## config.mk

```make
export PLATFORM = sky130hd
export DESIGN_NAME = escape_time_fractal_iterator_core
export DESIGN_NICKNAME = d
export VERILOG_FILES = /design/src/rtl/etf_pkg.sv /design/src/rtl/etf_map_div.sv /design/src/rtl/escape_time_fractal_iterator_core.sv
export SDC_FILE = /design/constraint.sdc
export NUM_CORES = 2
export LEC_CHECK = 0
export ABC_AREA = 1
export BUFFER_PORTS_ARGS = -buffer_cell sky130_fd_sc_hd__buf_2
export CAP_MARGIN = 20
export CORE_MARGIN = 8
export CORE_UTILIZATION = 40
export CTS_BUF_LIST = sky130_fd_sc_hd__clkbuf_16
export DETAILED_ROUTE_END_ITERATION = 12
export PLACE_DENSITY = 0.59
export SLEW_MARGIN = 20
export SYNTH_ARGS = -nofsm -noshare
export SYNTH_HDL_FRONTEND = slang
export SYNTH_SLANG_ARGS = --single-unit
```

## constraint.sdc

```tcl
create_clock -name clock -period 8.4 [get_ports clock]
set_input_delay 0.42 -clock clock [delete_from_list [all_inputs] [get_ports clock]]
set_output_delay 0.42 -clock clock [all_outputs]
set_load 0.05 [all_outputs]
```

## src/rtl/etf_pkg.sv

```systemverilog
// ----------------------------------------------------------------------------
// etf_pkg: shared types, constants and fixed-point helpers
// Word format, register map, sequencer states and saturating arithmetic
// used by the escape-time fractal iterator core and its coordinate mapper.
// ----------------------------------------------------------------------------
`default_nettype none

package etf_pkg;

   localparam int FRAC_BITS    = 28;
   localparam int COUNT_BITS   = 16;
   localparam int WORD_BITS    = FRAC_BITS + 4;
   localparam int PROD_BITS    = 2 * WORD_BITS;
   localparam int PRODQ_BITS   = PROD_BITS - FRAC_BITS;
   localparam int ITER_BITS    = 16;
   localparam int CNT_BITS     = (COUNT_BITS > ITER_BITS) ? COUNT_BITS : ITER_BITS + 1;

   localparam int PIX_BITS     = 12;
   localparam int OFFSET_BITS  = 25;
   localparam int ZOOM_BITS    = 24;
   localparam int RAW_BITS     = 32;
   localparam int VARIANT_BITS = 2;

   localparam int NUM_BITS      = OFFSET_BITS + 1;
   localparam int NUM_MAG_BITS  = OFFSET_BITS;
   localparam int DIVISOR_BITS  = ZOOM_BITS + 3;
   localparam int DIV_STEPS     = WORD_BITS - 1;
   localparam int DIV_STEP_BITS = $clog2(DIV_STEPS);
   localparam int WIDE_BITS     = ((WORD_BITS > RAW_BITS) ? WORD_BITS : RAW_BITS) + 1;

   localparam int ADDR_BITS    = 5;
   localparam int DATA_BITS    = 32;
   localparam int REG_IDX_BITS = 3;

   typedef logic signed [WORD_BITS-1:0]  word_type;
   typedef logic        [WORD_BITS-1:0]  mag_type;
   typedef logic        [PROD_BITS-1:0]  prod_type;
   typedef logic        [PRODQ_BITS-1:0] prodq_type;
   typedef logic        [CNT_BITS-1:0]   count_type;
   typedef logic        [VARIANT_BITS-1:0] variant_type;
   typedef logic        [REG_IDX_BITS-1:0] reg_idx_type;

   localparam word_type WORD_MAX = {1'b0, {(WORD_BITS-1){1'b1}}};
   localparam word_type WORD_MIN = {1'b1, {(WORD_BITS-1){1'b0}}};
   localparam mag_type  MAG_HALF = {1'b1, {(WORD_BITS-1){1'b0}}};
   localparam logic [WORD_BITS:0] ESCAPE_LIMIT =
      (WORD_BITS+1)'({3'b100, {FRAC_BITS{1'b0}}});

   localparam variant_type VAR_JULIA      = 2'd0;
   localparam variant_type VAR_MANDELBROT = 2'd1;
   localparam variant_type VAR_MANDELBAR  = 2'd2;
   localparam variant_type VAR_BURNING    = 2'd3;

   localparam reg_idx_type REG_VARIANT     = 3'd0;
   localparam reg_idx_type REG_ZOOM        = 3'd1;
   localparam reg_idx_type REG_OFFSET_X    = 3'd2;
   localparam reg_idx_type REG_OFFSET_Y    = 3'd3;
   localparam reg_idx_type REG_JULIA_RE    = 3'd4;
   localparam reg_idx_type REG_JULIA_IM    = 3'd5;
   localparam reg_idx_type REG_MAX_ITER    = 3'd6;
   localparam reg_idx_type REG_COUNT_START = 3'd7;

   localparam logic [ZOOM_BITS-1:0] ZOOM_RESET     = ZOOM_BITS'(300);
   localparam logic [ITER_BITS-1:0] MAX_ITER_RESET = ITER_BITS'(50);

   typedef enum logic [3:0] {
      ST_IDLE,
      ST_MAPX_GO,
      ST_MAPX_WAIT,
      ST_MAPY_GO,
      ST_MAPY_WAIT,
      ST_MUL_RE,
      ST_MUL_IM,
      ST_MUL_CROSS,
      ST_TEST,
      ST_UPDATE
   } state_type;

   function automatic word_type sat_add(word_type a, word_type b);
      logic [WORD_BITS:0] s;
      s = {a[WORD_BITS-1], a} + {b[WORD_BITS-1], b};
      if (s[WORD_BITS] && !s[WORD_BITS-1]) begin
         return WORD_MIN;
      end else if (!s[WORD_BITS] && s[WORD_BITS-1]) begin
         return WORD_MAX;
      end
      return word_type'(s[WORD_BITS-1:0]);
   endfunction

   function automatic word_type sat_sub(word_type a, word_type b);
      logic [WORD_BITS:0] s;
      s = {a[WORD_BITS-1], a} - {b[WORD_BITS-1], b};
      if (s[WORD_BITS] && !s[WORD_BITS-1]) begin
         return WORD_MIN;
      end else if (!s[WORD_BITS] && s[WORD_BITS-1]) begin
         return WORD_MAX;
      end
      return word_type'(s[WORD_BITS-1:0]);
   endfunction

   function automatic word_type sat_neg(word_type a);
      return (a == WORD_MIN) ? WORD_MAX : word_type'(-a);
   endfunction

   function automatic mag_type mag_of(word_type a);
      return a[WORD_BITS-1] ? mag_type'(-a) : mag_type'(a);
   endfunction

   // magnitude after a saturating absolute value
   function automatic mag_type abs_mag(word_type a);
      return (a == WORD_MIN) ? mag_type'(WORD_MAX) : mag_of(a);
   endfunction

   function automatic word_type prod_to_word(logic neg, prod_type p);
      prodq_type m;
      m = p[PROD_BITS-1:FRAC_BITS];
      if (neg) begin
         if (m > prodq_type'(MAG_HALF)) begin
            return WORD_MIN;
         end
         return word_type'(mag_type'(0) - m[WORD_BITS-1:0]);
      end
      if (m > prodq_type'(WORD_MAX)) begin
         return WORD_MAX;
      end
      return word_type'(m[WORD_BITS-1:0]);
   endfunction

   function automatic word_type raw_to_word(logic signed [RAW_BITS-1:0] raw);
      logic signed [WIDE_BITS-1:0] v;
      v = WIDE_BITS'(raw);
      if (v > WIDE_BITS'(WORD_MAX)) begin
         return WORD_MAX;
      end else if (v < WIDE_BITS'(WORD_MIN)) begin
         return WORD_MIN;
      end
      return word_type'(v);
   endfunction

endpackage

`default_nettype wire

```

## src/rtl/etf_map_div.sv

```systemverilog
// ----------------------------------------------------------------------------
// etf_map_div: pixel to complex-plane coordinate mapper
// Radix-2 restoring divider, one quotient bit per cycle, computing
// (pixel + offset) * 2^FRAC_BITS / zoom truncated toward zero, saturated.
// ----------------------------------------------------------------------------
`default_nettype none

module etf_map_div (
   input  wire logic                                   clock,
   input  wire logic                                   reset,
   input  wire logic                                   start,
   input  wire logic        [etf_pkg::PIX_BITS-1:0]    pixel,
   input  wire logic signed [etf_pkg::OFFSET_BITS-1:0] offset,
   input  wire logic        [etf_pkg::ZOOM_BITS-1:0]   zoom,
   output      logic                                   done,
   output      etf_pkg::word_type                      coord
);

   logic signed [etf_pkg::NUM_BITS-1:0]     num;
   logic        [etf_pkg::NUM_MAG_BITS-1:0] num_mag;
   logic        [etf_pkg::ZOOM_BITS-1:0]    zoom_eff;
   logic        [etf_pkg::DIVISOR_BITS-1:0] divisor;
   logic                                    over;
   logic        [etf_pkg::DIVISOR_BITS:0]   trial;
   logic                                    fits;

   logic                                    run_ff, run_in;
   logic                                    done_ff, done_in;
   logic        [etf_pkg::DIV_STEP_BITS-1:0] step_ff, step_in;
   logic        [etf_pkg::DIVISOR_BITS-1:0] rem_ff, rem_in;
   logic        [etf_pkg::DIVISOR_BITS-1:0] dvs_ff, dvs_in;
   logic        [etf_pkg::DIV_STEPS-1:0]    q_ff, q_in;
   logic                                    neg_ff, neg_in;
   logic                                    sat_ff, sat_in;

   assign num      = etf_pkg::NUM_BITS'($signed({1'b0, pixel})) +
                     etf_pkg::NUM_BITS'(offset);
   assign num_mag  = num[etf_pkg::NUM_BITS-1] ? etf_pkg::NUM_MAG_BITS'(-num) :
                                                etf_pkg::NUM_MAG_BITS'(num);
   assign zoom_eff = (zoom == '0) ? etf_pkg::ZOOM_BITS'(1) : zoom;
   assign divisor  = {zoom_eff, 3'b000};
   assign over     = etf_pkg::DIVISOR_BITS'(num_mag) >= divisor;

   assign trial = {rem_ff, 1'b0};
   assign fits  = trial >= {1'b0, dvs_ff};

   always_comb begin
      run_in  = run_ff;
      step_in = step_ff;
      done_in = 1'b0;
      rem_in  = rem_ff;
      dvs_in  = dvs_ff;
      q_in    = q_ff;
      neg_in  = neg_ff;
      sat_in  = sat_ff;
      if (start) begin
         rem_in  = etf_pkg::DIVISOR_BITS'(num_mag);
         dvs_in  = divisor;
         q_in    = '0;
         neg_in  = num[etf_pkg::NUM_BITS-1];
         sat_in  = over;
         step_in = '0;
         run_in  = !over;
         done_in = over;
      end else if (run_ff) begin
         rem_in  = fits ? etf_pkg::DIVISOR_BITS'(trial - {1'b0, dvs_ff}) :
                          etf_pkg::DIVISOR_BITS'(trial);
         q_in    = {q_ff[etf_pkg::DIV_STEPS-2:0], fits};
         step_in = step_ff + 1'b1;
         if (step_ff == etf_pkg::DIV_STEP_BITS'(etf_pkg::DIV_STEPS - 1)) begin
            run_in  = 1'b0;
            done_in = 1'b1;
         end
      end
   end

   always_ff @(posedge clock) begin
      if (reset) begin
         run_ff  <= 1'b0;
         done_ff <= 1'b0;
         step_ff <= '0;
      end else begin
         run_ff  <= run_in;
         done_ff <= done_in;
         step_ff <= step_in;
      end
   end

   always_ff @(posedge clock) begin
      rem_ff <= rem_in;
      dvs_ff <= dvs_in;
      q_ff   <= q_in;
      neg_ff <= neg_in;
      sat_ff <= sat_in;
   end

   always_comb begin
      if (sat_ff) begin
         coord = neg_ff ? etf_pkg::WORD_MIN : etf_pkg::WORD_MAX;
      end else if (neg_ff) begin
         coord = etf_pkg::word_type'(etf_pkg::mag_type'(0) - {1'b0, q_ff});
      end else begin
         coord = etf_pkg::word_type'({1'b0, q_ff});
      end
   end

   assign done = done_ff;

endmodule

`default_nettype wire

```

## src/rtl/escape_time_fractal_iterator_core.sv

```systemverilog
// ----------------------------------------------------------------------------
// escape_time_fractal_iterator_core: escape-time fractal iterator
// Maps a pixel to the complex plane and iterates a Julia, Mandelbrot,
// Mandelbar or Burning Ship step on one shared multiplier until escape or the limit.
//
//   channel   | ports                                  | transaction
//   ----------+----------------------------------------+-------------------------
//   request   | start, busy, req_*                     | start high, busy low
//   response  | rsp_valid, rsp_iteration_count         | rsp_valid, one cycle
//   config    | psel, penable, pwrite, paddr, pwdata,  | psel, penable, pwrite
//             | prdata, pready                         | (pready tied high)
//
// One request runs two divider passes, each cut short when its coordinate
// saturates, then N escape tests, each after the three products, N between 1 and
// max(1, max_iterations - count_start). The shared 32x32 multiplier, three
// products per pass, sets the loop time. A max_iterations of zero answers in
// the next cycle and busy stays low. Reset is synchronous and loads the
// register defaults. The response is a one-cycle strobe; it is never stalled.
// ----------------------------------------------------------------------------
`default_nettype none

module escape_time_fractal_iterator_core (
   input  wire logic                                  clock,
   input  wire logic                                  reset,
   input  wire logic                                  start,
   output      logic                                  busy,
   input  wire logic        [etf_pkg::PIX_BITS-1:0]   req_pixel_x,
   input  wire logic        [etf_pkg::PIX_BITS-1:0]   req_pixel_y,
   input  wire logic signed [etf_pkg::RAW_BITS-1:0]   req_start_re,
   input  wire logic signed [etf_pkg::RAW_BITS-1:0]   req_start_im,
   output      logic                                  rsp_valid,
   output      logic        [etf_pkg::COUNT_BITS-1:0] rsp_iteration_count,
   input  wire logic                                  psel,
   input  wire logic                                  penable,
   input  wire logic                                  pwrite,
   input  wire logic        [etf_pkg::ADDR_BITS-1:0]  paddr,
   input  wire logic        [etf_pkg::DATA_BITS-1:0]  pwdata,
   output      logic        [etf_pkg::DATA_BITS-1:0]  prdata,
   output      logic                                  pready
);

   // configuration registers
   etf_pkg::variant_type                      variant_ff, variant_in;
   logic        [etf_pkg::ZOOM_BITS-1:0]      zoom_ff, zoom_in;
   logic signed [etf_pkg::OFFSET_BITS-1:0]    offset_x_ff, offset_x_in;
   logic signed [etf_pkg::OFFSET_BITS-1:0]    offset_y_ff, offset_y_in;
   logic signed [etf_pkg::RAW_BITS-1:0]       julia_re_ff, julia_re_in;
   logic signed [etf_pkg::RAW_BITS-1:0]       julia_im_ff, julia_im_in;
   logic        [etf_pkg::ITER_BITS-1:0]      max_iter_ff, max_iter_in;
   logic        [etf_pkg::ITER_BITS-1:0]      count_start_ff, count_start_in;

   etf_pkg::reg_idx_type                      reg_idx;
   logic                                      csr_write;

   // sequencer
   etf_pkg::state_type                        state_ff, state_in;
   logic                                      div_start;
   logic                                      div_sel_y;
   logic                                      div_done;
   etf_pkg::word_type                         div_coord;

   // request payload
   logic        [etf_pkg::PIX_BITS-1:0]       pix_x_ff, pix_x_in;
   logic        [etf_pkg::PIX_BITS-1:0]       pix_y_ff, pix_y_in;
   logic signed [etf_pkg::RAW_BITS-1:0]       start_re_ff, start_re_in;
   logic signed [etf_pkg::RAW_BITS-1:0]       start_im_ff, start_im_in;

   // iteration datapath
   etf_pkg::word_type                         px_ff, px_in;
   etf_pkg::word_type                         zr_ff, zr_in;
   etf_pkg::word_type                         zi_ff, zi_in;
   etf_pkg::word_type                         cr_ff, cr_in;
   etf_pkg::word_type                         ci_ff, ci_in;
   etf_pkg::word_type                         sr_ff, sr_in;
   etf_pkg::word_type                         si_ff, si_in;
   etf_pkg::word_type                         t_ff, t_in;
   etf_pkg::word_type                         d_ff, d_in;
   etf_pkg::word_type                         tt_ff, tt_in;
   logic                                      t_neg_ff, t_neg_in;
   logic                                      first_ff, first_in;
   etf_pkg::count_type                        cnt_ff, cnt_in;
   etf_pkg::prod_type                         p_ff, p_in;
   etf_pkg::mag_type                          mul_a;
   etf_pkg::mag_type                          mul_b;

   etf_pkg::word_type                         sq;
   etf_pkg::word_type                         sq_dbl;
   etf_pkg::word_type                         t_word;
   etf_pkg::word_type                         t_dbl;
   logic        [etf_pkg::WORD_BITS:0]        mag_sum;
   logic                                      escape;
   etf_pkg::count_type                        cnt_inc;
   logic                                      limit_hit;
   logic                                      finish;
   logic                                      doubling;
   logic                                      adds_c;
   logic                                      zero_limit;

   // response
   logic                                      rsp_valid_ff, rsp_valid_in;
   logic        [etf_pkg::COUNT_BITS-1:0]     rsp_count_ff, rsp_count_in;

   // ------------------------------------------------------------------------
   // configuration port
   // ------------------------------------------------------------------------
   assign reg_idx   = paddr[etf_pkg::ADDR_BITS-1:2];
   assign csr_write = psel && penable && pwrite;
   assign pready    = 1'b1;

   always_comb begin
      variant_in     = variant_ff;
      zoom_in        = zoom_ff;
      offset_x_in    = offset_x_ff;
      offset_y_in    = offset_y_ff;
      julia_re_in    = julia_re_ff;
      julia_im_in    = julia_im_ff;
      max_iter_in    = max_iter_ff;
      count_start_in = count_start_ff;
      if (csr_write) begin
         unique case (reg_idx)
            etf_pkg::REG_VARIANT:     variant_in     = pwdata[etf_pkg::VARIANT_BITS-1:0];
            etf_pkg::REG_ZOOM:        zoom_in        = pwdata[etf_pkg::ZOOM_BITS-1:0];
            etf_pkg::REG_OFFSET_X:    offset_x_in    = pwdata[etf_pkg::OFFSET_BITS-1:0];
            etf_pkg::REG_OFFSET_Y:    offset_y_in    = pwdata[etf_pkg::OFFSET_BITS-1:0];
            etf_pkg::REG_JULIA_RE:    julia_re_in    = pwdata[etf_pkg::RAW_BITS-1:0];
            etf_pkg::REG_JULIA_IM:    julia_im_in    = pwdata[etf_pkg::RAW_BITS-1:0];
            etf_pkg::REG_MAX_ITER:    max_iter_in    = pwdata[etf_pkg::ITER_BITS-1:0];
            etf_pkg::REG_COUNT_START: count_start_in = pwdata[etf_pkg::ITER_BITS-1:0];
            default: ;
         endcase
      end
   end

   always_comb begin
      unique case (reg_idx)
         etf_pkg::REG_VARIANT:     prdata = etf_pkg::DATA_BITS'(variant_ff);
         etf_pkg::REG_ZOOM:        prdata = etf_pkg::DATA_BITS'(zoom_ff);
         etf_pkg::REG_OFFSET_X:    prdata = etf_pkg::DATA_BITS'(offset_x_ff);
         etf_pkg::REG_OFFSET_Y:    prdata = etf_pkg::DATA_BITS'(offset_y_ff);
         etf_pkg::REG_JULIA_RE:    prdata = etf_pkg::DATA_BITS'(julia_re_ff);
         etf_pkg::REG_JULIA_IM:    prdata = etf_pkg::DATA_BITS'(julia_im_ff);
         etf_pkg::REG_MAX_ITER:    prdata = etf_pkg::DATA_BITS'(max_iter_ff);
         etf_pkg::REG_COUNT_START: prdata = etf_pkg::DATA_BITS'(count_start_ff);
         default:                  prdata = '0;
      endcase
   end

   always_ff @(posedge clock) begin
      if (reset) begin
         variant_ff     <= etf_pkg::VAR_MANDELBROT;
         zoom_ff        <= etf_pkg::ZOOM_RESET;
         offset_x_ff    <= '0;
         offset_y_ff    <= '0;
         julia_re_ff    <= '0;
         julia_im_ff    <= '0;
         max_iter_ff    <= etf_pkg::MAX_ITER_RESET;
         count_start_ff <= '0;
      end else begin
         variant_ff     <= variant_in;
         zoom_ff        <= zoom_in;
         offset_x_ff    <= offset_x_in;
         offset_y_ff    <= offset_y_in;
         julia_re_ff    <= julia_re_in;
         julia_im_ff    <= julia_im_in;
         max_iter_ff    <= max_iter_in;
         count_start_ff <= count_start_in;
      end
   end

   // ------------------------------------------------------------------------
   // coordinate mapper, shared by both axes
   // ------------------------------------------------------------------------
   etf_map_div u_map_div (
      .clock  (clock),
      .reset  (reset),
      .start  (div_start),
      .pixel  (div_sel_y ? pix_y_ff : pix_x_ff),
      .offset (div_sel_y ? offset_y_ff : offset_x_ff),
      .zoom   (zoom_ff),
      .done   (div_done),
      .coord  (div_coord)
   );

   // ------------------------------------------------------------------------
   // sequencer
   // ------------------------------------------------------------------------
   assign zero_limit = (max_iter_ff == '0);

   always_comb begin
      state_in = state_ff;
      unique case (state_ff)
         etf_pkg::ST_IDLE:      if (start && !zero_limit) state_in = etf_pkg::ST_MAPX_GO;
         etf_pkg::ST_MAPX_GO:   state_in = etf_pkg::ST_MAPX_WAIT;
         etf_pkg::ST_MAPX_WAIT: if (div_done) state_in = etf_pkg::ST_MAPY_GO;
         etf_pkg::ST_MAPY_GO:   state_in = etf_pkg::ST_MAPY_WAIT;
         etf_pkg::ST_MAPY_WAIT: if (div_done) state_in = etf_pkg::ST_MUL_RE;
         etf_pkg::ST_MUL_RE:    state_in = etf_pkg::ST_MUL_IM;
         etf_pkg::ST_MUL_IM:    state_in = etf_pkg::ST_MUL_CROSS;
         etf_pkg::ST_MUL_CROSS: state_in = etf_pkg::ST_TEST;
         etf_pkg::ST_TEST:      state_in = finish ? etf_pkg::ST_IDLE : etf_pkg::ST_UPDATE;
         etf_pkg::ST_UPDATE:    state_in = etf_pkg::ST_MUL_RE;
         default:               state_in = etf_pkg::ST_IDLE;
      endcase
   end

   always_comb begin
      div_start = (state_ff == etf_pkg::ST_MAPX_GO) || (state_ff == etf_pkg::ST_MAPY_GO);
      div_sel_y = (state_ff == etf_pkg::ST_MAPY_GO);
      busy      = (state_ff != etf_pkg::ST_IDLE);
   end

   always_ff @(posedge clock) begin
      if (reset) begin
         state_ff <= etf_pkg::ST_IDLE;
      end else begin
         state_ff <= state_in;
      end
   end

   // ------------------------------------------------------------------------
   // shared multiplier and iteration datapath
   // ------------------------------------------------------------------------
   assign doubling = (variant_ff == etf_pkg::VAR_MANDELBAR) ||
                     (variant_ff == etf_pkg::VAR_BURNING);
   assign adds_c   = (variant_ff == etf_pkg::VAR_JULIA) ||
                     (variant_ff == etf_pkg::VAR_MANDELBROT);

   always_comb begin
      unique case (state_ff)
         etf_pkg::ST_MUL_IM: begin
            mul_a = etf_pkg::mag_of(zi_ff);
            mul_b = etf_pkg::mag_of(zi_ff);
         end
         etf_pkg::ST_MUL_CROSS: begin
            if (variant_ff == etf_pkg::VAR_BURNING) begin
               mul_a = etf_pkg::abs_mag(zi_ff);
               mul_b = etf_pkg::abs_mag(zr_ff);
            end else begin
               mul_a = etf_pkg::mag_of(zi_ff);
               mul_b = etf_pkg::mag_of(zr_ff);
            end
         end
         default: begin
            mul_a = etf_pkg::mag_of(zr_ff);
            mul_b = etf_pkg::mag_of(zr_ff);
         end
      endcase
   end

   assign p_in = etf_pkg::prod_type'(mul_a) * etf_pkg::prod_type'(mul_b);

   assign sq        = etf_pkg::prod_to_word(1'b0, p_ff);
   assign sq_dbl    = (first_ff && doubling) ? etf_pkg::sat_add(sq, sq) : sq;
   assign t_word    = etf_pkg::prod_to_word(t_neg_ff, p_ff);
   assign t_dbl     = etf_pkg::sat_add(t_ff, t_ff);
   assign mag_sum   = {1'b0, sr_ff} + {1'b0, si_ff};
   assign escape    = mag_sum >= etf_pkg::ESCAPE_LIMIT;
   assign cnt_inc   = cnt_ff + 1'b1;
   assign limit_hit = cnt_inc >= etf_pkg::CNT_BITS'(max_iter_ff);
   assign finish    = escape || limit_hit;

   always_comb begin
      pix_x_in     = pix_x_ff;
      pix_y_in     = pix_y_ff;
      start_re_in  = start_re_ff;
      start_im_in  = start_im_ff;
      px_in        = px_ff;
      zr_in        = zr_ff;
      zi_in        = zi_ff;
      cr_in        = cr_ff;
      ci_in        = ci_ff;
      sr_in        = sr_ff;
      si_in        = si_ff;
      t_in         = t_ff;
      d_in         = d_ff;
      tt_in        = tt_ff;
      t_neg_in     = t_neg_ff;
      first_in     = first_ff;
      cnt_in       = cnt_ff;
      rsp_valid_in = 1'b0;
      rsp_count_in = rsp_count_ff;
      unique case (state_ff)
         etf_pkg::ST_IDLE: begin
            if (start) begin
               pix_x_in    = req_pixel_x;
               pix_y_in    = req_pixel_y;
               start_re_in = req_start_re;
               start_im_in = req_start_im;
               if (zero_limit) begin
                  rsp_valid_in = 1'b1;
                  rsp_count_in = '0;
               end
            end
         end
         etf_pkg::ST_MAPX_WAIT: begin
            if (div_done) begin
               px_in = div_coord;
            end
         end
         etf_pkg::ST_MAPY_WAIT: begin
            if (div_done) begin
               if (variant_ff == etf_pkg::VAR_JULIA) begin
                  zr_in = px_ff;
                  zi_in = div_coord;
                  cr_in = etf_pkg::raw_to_word(julia_re_ff);
                  ci_in = etf_pkg::raw_to_word(julia_im_ff);
               end else begin
                  cr_in = px_ff;
                  ci_in = div_coord;
                  zr_in = etf_pkg::raw_to_word(start_re_ff);
                  zi_in = etf_pkg::raw_to_word(start_im_ff);
               end
               cnt_in   = etf_pkg::CNT_BITS'(count_start_ff);
               first_in = 1'b1;
            end
         end
         etf_pkg::ST_MUL_RE: begin
            if (!first_ff) begin
               zi_in = etf_pkg::sat_add(tt_ff, ci_ff);
            end
         end
         etf_pkg::ST_MUL_IM: begin
            sr_in = sq_dbl;
         end
         etf_pkg::ST_MUL_CROSS: begin
            si_in    = sq_dbl;
            t_neg_in = (variant_ff != etf_pkg::VAR_BURNING) &&
                       (zi_ff[etf_pkg::WORD_BITS-1] ^ zr_ff[etf_pkg::WORD_BITS-1]);
         end
         etf_pkg::ST_TEST: begin
            t_in     = t_word;
            d_in     = etf_pkg::sat_sub(sr_ff, si_ff);
            first_in = 1'b0;
            if (!escape) begin
               cnt_in = cnt_inc;
            end
            if (finish) begin
               rsp_valid_in = 1'b1;
               rsp_count_in = escape ? cnt_ff[etf_pkg::COUNT_BITS-1:0] :
                                       cnt_inc[etf_pkg::COUNT_BITS-1:0];
            end
         end
         etf_pkg::ST_UPDATE: begin
            tt_in = (variant_ff == etf_pkg::VAR_MANDELBAR) ? etf_pkg::sat_neg(t_dbl) : t_dbl;
            zr_in = adds_c ? etf_pkg::sat_add(d_ff, cr_ff) : etf_pkg::sat_sub(d_ff, cr_ff);
         end
         default: ;
      endcase
   end

   always_ff @(posedge clock) begin
      if (reset) begin
         rsp_valid_ff <= 1'b0;
         first_ff     <= 1'b0;
      end else begin
         rsp_valid_ff <= rsp_valid_in;
         first_ff     <= first_in;
      end
   end

   always_ff @(posedge clock) begin
      pix_x_ff     <= pix_x_in;
      pix_y_ff     <= pix_y_in;
      start_re_ff  <= start_re_in;
      start_im_ff  <= start_im_in;
      px_ff        <= px_in;
      zr_ff        <= zr_in;
      zi_ff        <= zi_in;
      cr_ff        <= cr_in;
      ci_ff        <= ci_in;
      sr_ff        <= sr_in;
      si_ff        <= si_in;
      t_ff         <= t_in;
      d_ff         <= d_in;
      tt_ff        <= tt_in;
      t_neg_ff     <= t_neg_in;
      cnt_ff       <= cnt_in;
      p_ff         <= p_in;
      rsp_count_ff <= rsp_count_in;
   end

   assign rsp_valid           = rsp_valid_ff;
   assign rsp_iteration_count = rsp_count_ff;

`ifndef SYNTHESIS
   a_zero_limit_answers: assert property (@(posedge clock) disable iff (reset)
      (start && !busy && max_iter_ff == '0) |=> (rsp_valid && rsp_iteration_count == '0))
      else $error("zero limit transaction not answered with zero");

   a_squares_nonneg: assert property (@(posedge clock) disable iff (reset)
      (state_ff == etf_pkg::ST_TEST) |->
         (!sr_ff[etf_pkg::WORD_BITS-1] && !si_ff[etf_pkg::WORD_BITS-1]))
      else $error("negative square at escape test");

   a_div_done_waited: assert property (@(posedge clock) disable iff (reset)
      div_done |-> (state_ff == etf_pkg::ST_MAPX_WAIT || state_ff == etf_pkg::ST_MAPY_WAIT))
      else $error("divider finished outside a wait state");

   a_busy_from_accept: assert property (@(posedge clock) disable iff (reset)
      $rose(busy) |-> $past(start))
      else $error("busy rose without an accepted transaction");
`endif

endmodule

`default_nettype wire
```

After elaboration in Yosys (flattened, before gate mapping):

Index checks and enable logic that the tools add are counted.

* add/subtract/negate cells: 17
* $mul: 1
* divide/modulo/power cells: 0
* order comparisons: 14
* equal/unequal tests: 32
* shift-type cells: 0
* muxes and demuxes: 137
* bitwise operators: 1
* reductions and logical operators: 64

Operator list (count)
* $mux W32: 58
* $pmux W32 S2: 4
* $pmux W32 S8: 1
* $add A32 B32 Y33: 5
* $gt A32 B32 Y1 const B: 4
* $lt A32 B32 Y1 const B: 4
* $mux W25: 4
* $eq A32 B32 Y1 const B: 3
* $neg A32 Y32: 3
* $sub A32 B32 Y33: 2
* $mul A32 B32 Y64: 1
* $mux W16: 4
* $mux W1: 52
* $pmux W4 S10: 1
* $gt A36 B31 Y1 const B: 1
* $gt A36 B32 Y1 const B: 1
* $mux W17: 2
* $pmux W17 S2: 1
* $ge A33 B31 Y1 const B: 1
* $pmux W16 S2: 1
* $sub A1 B31 Y32 const A: 1
* $sub A1 B32 Y32 const A: 1
* $ge A28 B27 Y1: 1
* $ge A25 B27 Y1: 1
* 38 further kinds: 109

* flip-flop bits (word level): 775
* latch bits: 0
* RAM bits: 0
* ROM bits: 0
* input port bits: 131
* output and inout bits: 51
* logic and storage cells: 304
* memories kept: 0

Longest topological paths before layout:

* word-level depth: 10
* gate-level depth with buffers: 45
* depth with buffers taken out: 44

By module:

Synthesis repeated with hierarchy kept, for this count alone.

* cell total of the unflattened synthesis: 10259
* area total of the unflattened synthesis: 80237.0 µm²

Modules (own cells, without submodules)
* escape_time_fractal_iterator_core: times used 1, cells each 8973, area an instance 71663.7 µm², seq. area each 17556.8 µm²
* etf_map_div: times used 1, cells each 1286, area an instance 8573.2 µm², seq. area each 2332.2 µm²

Worst setup path before layout:

Ideal clock, no wire load.

* kind: register to register
* start: register state_ff[2]
* end: register p_ff[63]
* library setup time: 112 ps
* arrival time: 9215 ps
* data required time: 8288 ps
* path slack: -928 ps
* cell stages (with the launch flop): 33
* buffers on the path: 1
* period minus slack after synthesis: 9328 ps
* cells stage by stage: dfxtp_1 inv_1 nor2_2 inv_1 nor2_1 inv_1 nor2_2 nor2_2 o22ai_1 clkbuf_1 nor2_1 fa_1 inv_1 fa_1 fa_1 inv_1 fa_1 fa_1 fa_1 fa_1 inv_1 fa_1 inv_1 ha_1 a21oi_1 o21ai_0 a21o_1 a21boi_0 nor2_1 a211oi_1 nand2_1 nand2_1 nand2_1

* cells in the longest elaborated chain, start to end: 3
* elaborated cells on any way between the ends: 5
* classes of those cells: mul: 1; eq/ne: 2; mux: 2

RTL lines
* start, declared: line escape_time_fractal_iterator_core.sv:56 `etf_pkg::state_type state_ff, state_in;`
* start signal, assigned: line escape_time_fractal_iterator_core.sv:214 `state_ff <= etf_pkg::ST_IDLE;`
* start signal, assigned: line escape_time_fractal_iterator_core.sv:216 `state_ff <= state_in;`
* $eq A4 B3 Y1: line escape_time_fractal_iterator_core.sv:229 `unique case (state_ff)`
* $pmux W32 S2: line escape_time_fractal_iterator_core.sv:229
* $mul A32 B32 Y64 (*): line escape_time_fractal_iterator_core.sv:250 `assign p_in = etf_pkg::prod_type'(mul_a) * etf_pkg::prod_type'(mul_b);`
* net p_in[63]: line escape_time_fractal_iterator_core.sv:82 `etf_pkg::prod_type p_ff, p_in;`
* end signal, assigned: line escape_time_fractal_iterator_core.sv:378 `p_ff <= p_in;`
* end, declared: line escape_time_fractal_iterator_core.sv:82

The timed path passes the listed nets; every way through them passes the cells marked *.
A chain may end at the register's enable or synchronous reset.

Worst setup path after layout:

* start: register zi_ff[1]
* end: register p_ff[46]

* cells in the longest elaborated chain, start to end: 6
* elaborated cells on any way between the ends: 8
* classes of those cells: add/sub: 1; mul: 1; eq/ne: 1; mux: 5

RTL lines
* start, declared: line escape_time_fractal_iterator_core.sv:71 `etf_pkg::word_type zi_ff, zi_in;`
* start signal, assigned: line escape_time_fractal_iterator_core.sv:368 `zi_ff <= zi_in;`
* $neg A32 Y32: line etf_pkg.sv:106 `return a[WORD_BITS-1] ? mag_type'(-a) : mag_type'(a);`
* $mux W32: line etf_pkg.sv:106
* $mux W32: line etf_pkg.sv:111 `return (a == WORD_MIN) ? mag_type'(WORD_MAX) : mag_of(a);`
* $mux W32: line escape_time_fractal_iterator_core.sv:235 `if (variant_ff == etf_pkg::VAR_BURNING) begin`
* $pmux W32 S2: line escape_time_fractal_iterator_core.sv:229
* $mul A32 B32 Y64 (*): line escape_time_fractal_iterator_core.sv:250
* net p_in[46]: line escape_time_fractal_iterator_core.sv:82

Marks and branches as above.

==> impl_results.html <==
<table>
<tr><th>Metric</th><th>Value</th></tr>
<tr><th colspan="2">Clock network</th></tr>
<tr><td>Worst-skew pair later-pin latency</td><td>approximately 0.72 ns</td></tr>
<tr><td>CTS tree</td><td>done</td></tr>
<tr><td>Clock slew seen by the registers of the worst setup and hold paths</td><td>around 0.060 ns</td></tr>
<tr><td>H-Tree Depth</td><td>3</td></tr>
<tr><td>Clock Tree Buf Depth</td><td>3</td></tr>
<tr><td>Number of clock buffers inserted by TritonCTS</td><td>between 80 and 90</td></tr>
<tr><td>Clk Tree Root Cell</td><td>sky130_fd_sc_hd__clkbuf_16</td></tr>
<tr><td>Clk sink count</td><td>747</td></tr>
<tr><th colspan="2">Placed design</th></tr>
<tr><td>Detailed-placement wirelength estimate</td><td>around 270000 um</td></tr>
<tr><td>Placement-stage cell area</td><td>approximately 0.090 mm^2</td></tr>
<tr><td>Number of buffers inserted by port buffering</td><td>~180</td></tr>
<tr><td>Number of placed instances, taps included</td><td>around 13k</td></tr>
<tr><td>Global placer's final weighted congestion</td><td>roughly 1</td></tr>
<tr><th colspan="2">Detailed routing</th></tr>
<tr><td>DRT Wirelength</td><td>336000 um</td></tr>
<tr><td>Post-DRT Antenna Nets</td><td>0</td></tr>
<tr><td>Vias per Instance</td><td>~5.4</td></tr>
<tr><td>First-pass iteration count of the detailed router</td><td>6</td></tr>
<tr><td>Vias after detailed routing</td><td>around 74k</td></tr>
<tr><td>Total DRC errors in the routed layout</td><td>0</td></tr>
<tr><td>Routed wire length per instance</td><td>24.5 um</td></tr>
<tr><td>DRC marker count from the first detailed-route iteration</td><td>7184</td></tr>
<tr><th colspan="2">Yosys</th></tr>
<tr><td>Register bit total from synthesis</td><td>between 700 and 800</td></tr>
<tr><td>Leading area contributor after synthesis</td><td>sky130_fd_sc_hd__fa_1</td></tr>
<tr><td>Post-synthesis async set-or-reset flop share</td><td>0%</td></tr>
<tr><td>Syn Area/Cell</td><td>7.91 um^2</td></tr>
<tr><td>Number of synthesized flops with an enable pin</td><td>about 500</td></tr>
<tr><td>Post-synthesis cell area</td><td>roughly 0.080 mm^2</td></tr>
<tr><td>Ys Warns</td><td>0</td></tr>
<tr><td>Proportion of netlist area held by the largest area contributor</td><td>a little under a quarter</td></tr>
<tr><td>Largest cells by area after synthesis</td><td>sky130_fd_sc_hd__fa_1 23%, sky130_fd_sc_hd__edfxtp_1 19%, sky130_fd_sc_hd__inv_1 8.6%</td></tr>
<tr><td>Number of distinct library cells after synthesis</td><td>a little under 70</td></tr>
<tr><td>Cell count after synthesis</td><td>10.1k</td></tr>
<tr><td>Most used standard cell by instance count after synthesis</td><td>sky130_fd_sc_hd__inv_1</td></tr>
<tr><td>Share of the yosys chip area belonging to registers</td><td>roughly 25%</td></tr>
<tr><td>Dominant synthesized flop cell</td><td>sky130_fd_sc_hd__edfxtp_1</td></tr>
<tr><td>Top post-synthesis cells by count</td><td>1834 x sky130_fd_sc_hd__inv_1, 1722 x sky130_fd_sc_hd__nand2_1, 1411 x sky130_fd_sc_hd__nor2_1</td></tr>
<tr><th colspan="2">Min path</th></tr>
<tr><td>Type of the most critical hold path</td><td>input pin to flip-flop</td></tr>
<tr><th colspan="2">Status</th></tr>
<tr><td>Failing checks</td><td>setup timing</td></tr>
<tr><td>Status</td><td>complete, but fails checks</td></tr>
<tr><th colspan="2">Cells and area</th></tr>
<tr><td>Number of nets in the finished design</td><td>roughly 13k</td></tr>
<tr><td>Number of non-filler instances in the completed layout</td><td>13.7k</td></tr>
<tr><td>Fraction of final layout cells with drive strength greater than 1</td><td>18.4%</td></tr>
<tr><td>Area added between synthesis and finish</td><td>23.1%</td></tr>
<tr><td>Post-route cell area</td><td>roughly 0.098 mm^2</td></tr>
<tr><th colspan="2">Floorplanning</th></tr>
<tr><td>Die Height</td><td>462 um</td></tr>
<tr><td>Count of standard-cell rows</td><td>about 160</td></tr>
<tr><td>Horizontal die dimension</td><td>roughly 460 um</td></tr>
<tr><td>Die area</td><td>about 0.21 mm^2</td></tr>
<tr><td>Starting Density</td><td>approximately 40%</td></tr>
<tr><td>Placeable Area</td><td>0.199 mm^2</td></tr>
<tr><td>Top-level I/O count</td><td>182</td></tr>
<tr><th colspan="2">GRT</th></tr>
<tr><td>Pin count of the biggest net entering global routing</td><td>172</td></tr>
<tr><td>Leftover overflow at the end of global routing</td><td>0</td></tr>
<tr><td>Via count of the first global-routing pass</td><td>about 73k</td></tr>
<tr><td>Total Routing Usage GR</td><td>between 30% and 40%</td></tr>
<tr><td>Number of antenna violations at the first check in global routing</td><td>25</td></tr>
<tr><td>Global-route wire length before repair</td><td>~500000 um</td></tr>
<tr><th colspan="2">Setup path</th></tr>
<tr><td>Top cell family by delay on the critical path</td><td>adder cells</td></tr>
<tr><td>Kind of critical path</td><td>flip-flop to flip-flop</td></tr>
<tr><td>Worst EP required</td><td>~9 ns</td></tr>
<tr><td>Count of buffer and inverter cells on the critical path</td><td>9</td></tr>
<tr><td>Worst flop-to-flop path startpoint</td><td>zi_ff[1]$_DFFE_PP_</td></tr>
<tr><td>Number of cells on the critical path</td><td>40</td></tr>
<tr><td>Internal reg-to-reg setup slack</td><td>-0.19 ns</td></tr>
<tr><td>Launch point of the critical path</td><td>zi_ff[1]$_DFFE_PP_</td></tr>
<tr><td>Peak fanout along the critical path</td><td>6</td></tr>
<tr><td>Cell with the most instances on the worst path</td><td>sky130_fd_sc_hd__fa_2</td></tr>
<tr><td>Type of element capturing the critical path</td><td>flip-flop</td></tr>
<tr><td>Capture point of the worst reg-to-reg path</td><td>p_ff[46]$_DFF_P_</td></tr>
<tr><td>CP arrival</td><td>a little over 9 ns</td></tr>
<tr><td>Largest stage delay on the critical path</td><td>0.66 ns</td></tr>
<tr><td>Crit path max-delay cell type</td><td>sky130_fd_sc_hd__fa_2</td></tr>
<tr><td>Type of element launching the critical path</td><td>flip-flop</td></tr>
<tr><td>Number of cells traversed by the worst register-to-register path</td><td>40</td></tr>
<tr><td>CP endpoint</td><td>p_ff[46]$_DFF_P_</td></tr>
<tr><th colspan="2">Power</th></tr>
<tr><td>Peak VDD IR</td><td>~1.5 mV</td></tr>
<tr><td>Total power</td><td>between 40000 and 50000 uW</td></tr>
<tr><td>Power per cell area</td><td>440 mW/mm^2</td></tr>
<tr><td>Static leakage</td><td>around 0.046 uW</td></tr>
<tr><th colspan="2">STA</th></tr>
<tr><td>Total negative slack for setup checks</td><td>-2.73 ns</td></tr>
<tr><td>Max-slew headroom</td><td>~28%</td></tr>
<tr><td>Max-slew violations</td><td>0</td></tr>
<tr><td>Final Hold Violating Endpoints</td><td>0</td></tr>
<tr><td>Smallest setup slack after layout</td><td>-0.189 ns</td></tr>
<tr><td>Slew at the pin with the worst max-slew slack</td><td>1.08 ns</td></tr>
<tr><td>Period Utilization, post-route</td><td>102%</td></tr>
<tr><td>Post-Route Skew</td><td>approximately 0.048 ns</td></tr>
<tr><td>Max frequency</td><td>116 MHz</td></tr>
<tr><td>Final setup violation count</td><td>26</td></tr>
<tr><td>RSZ-0062 raised after global routing</td><td>true</td></tr>
<tr><td>Min cycle time layout</td><td>8.59 ns</td></tr>
<tr><th colspan="2">Flow run</th></tr>
<tr><td>Number of max-cap violations</td><td>0</td></tr>
</table>
## how the worst min path moves through the flow
stage	startpoint	end	slack, ns	cells past startpoint
after CTS	pwdata[23]	zoom_ff[23]$_SDFFE_PP0P_	0.007	3
after global placement	zoom_ff[4]$_SDFFE_PP0P_	u_map_div.dvs_ff[7]$_DFFE_PN_	0.42	0
after detailed placement	zoom_ff[4]$_SDFFE_PP0P_	u_map_div.dvs_ff[7]$_DFFE_PN_	0.41	0
final	req_start_re[0]	start_re_ff[0]$_DFFE_PP_	0.04	1
after floorplan	offset_y_ff[21]$_SDFFE_PP0P_	offset_y_ff[21]$_SDFFE_PP0P_	0.44	2
after global routing	req_start_re[0]	start_re_ff[0]$_DFFE_PP_	0.008	1
## report_power, final
part	internal [uW]	switching [uW]	total [uW]
Clock	2150	1700	3850
Sequential	4570	314	4880
Combinational	15300	19100	34400
## layer usage
metal	share of wire, %	up-vias	GRT usage [%]
met4	5.0	18	12.2
met5	0.038	-	0
met2	44	3382	47.0
met3	9.5	652	6.59
li1	-	33689	-
met1	41	36257	40.6
## state kept, by name, summed over array words and instances (netlist names), 27 cells and up
register          cells
zi_ff                32
start_im_ff          32
u_map_div.q_ff       31
ci_ff                32
sr_ff                32
julia_re_ff          32
px_ff                32
zr_ff                32
u_map_div.rem_ff     27
t_ff                 32
start_re_ff          32
d_ff                 32
julia_im_ff          32
cr_ff                32
p_ff                 36
tt_ff                32
si_ff                32
## cells by family after synthesis
kind of cell / share of synthesized area [%]
flops: 24.9
simple gates: 18.9
compound gates: 12.0
other cells: 0.00942
buf+inv: 11.0
fa+ha+maj: 30.7
xor+xnor: 2.44
## placed cells by master, fill, tap and decap left out, types with 50 or more instances in the layout
cell type | synthesis | layout
sky130_fd_sc_hd__inv_1 | 1834 | 1754
sky130_fd_sc_hd__nand2_1 | 1722 | 1634
sky130_fd_sc_hd__nor2_1 | 1411 | 1290
sky130_fd_sc_hd__fa_1 | 902 | 825
sky130_fd_sc_hd__buf_4 | 3 | 809
sky130_fd_sc_hd__o21ai_0 | 688 | 649
sky130_fd_sc_hd__edfxtp_1 | 493 | 493
sky130_fd_sc_hd__a21oi_1 | 554 | 486
sky130_fd_sc_hd__ha_1 | 511 | 465
sky130_fd_sc_hd__dfxtp_1 | 254 | 254
sky130_fd_sc_hd__nand3_1 | 251 | 232
sky130_fd_sc_hd__buf_2 | 56 | 178
sky130_fd_sc_hd__xor2_1 | 167 | 149
sky130_fd_sc_hd__inv_2 | 23 | 108
sky130_fd_sc_hd__clkbuf_16 | 0 | 99
sky130_fd_sc_hd__buf_12 | 0 | 96
sky130_fd_sc_hd__dlygate4sd3_1 | 0 | 95
sky130_fd_sc_hd__nor2_2 | 19 | 89
sky130_fd_sc_hd__nand2_2 | 12 | 79
sky130_fd_sc_hd__a22oi_1 | 78 | 78
sky130_fd_sc_hd__fa_2 | 0 | 77
sky130_fd_sc_hd__nor3_1 | 85 | 71
sky130_fd_sc_hd__nand4_1 | 61 | 61
sky130_fd_sc_hd__nor2_4 | 5 | 56
sky130_fd_sc_hd__a21oi_2 | 2 | 51
sky130_fd_sc_hd__xnor2_1 | 51 | 50
sky130_fd_sc_hd__buf_6 | 11 | 50
## cell type report
cell class | instances | area [um^2]
diodes | 7 | 17.5
clock buffers | 91 | 2280
clock inverters | 65 | 528
fillers | 19218 | 101000
inverters | 1882 | 7150
multi-input cells | 7039 | 54100
flip-flops and latches | 747 | 19900
well taps | 2656 | 3320
repair buffers | 1251 | 10900
## stage by stage
| step | hold slack (ns) | utilization, % | worst slack, ns |
|---|---|---|---|
| after floorplan | 0.439 | - | 0.107 |
| after global routing | 0.00819 | 49.4 | -0.506 |
| after global placement | 0.421 | 45.1 | -0.611 |
| final | 0.0422 | 49.4 | -0.189 |
| after CTS | 0.00737 | 48.1 | -0.115 |
| after detailed placement | 0.414 | 45.1 | -0.630 |
## timing repair
action                     in CTS  in global routing
setup endpoints to repair      36                 36
resized for setup             395                440
setup buffers                  63                 72
gates cloned                    5                  8
hold buffers                   95                  0
hold endpoints to repair      108                  0
pin swaps                     126                208
No activity file was read; power rests on OpenSTA's default activity.
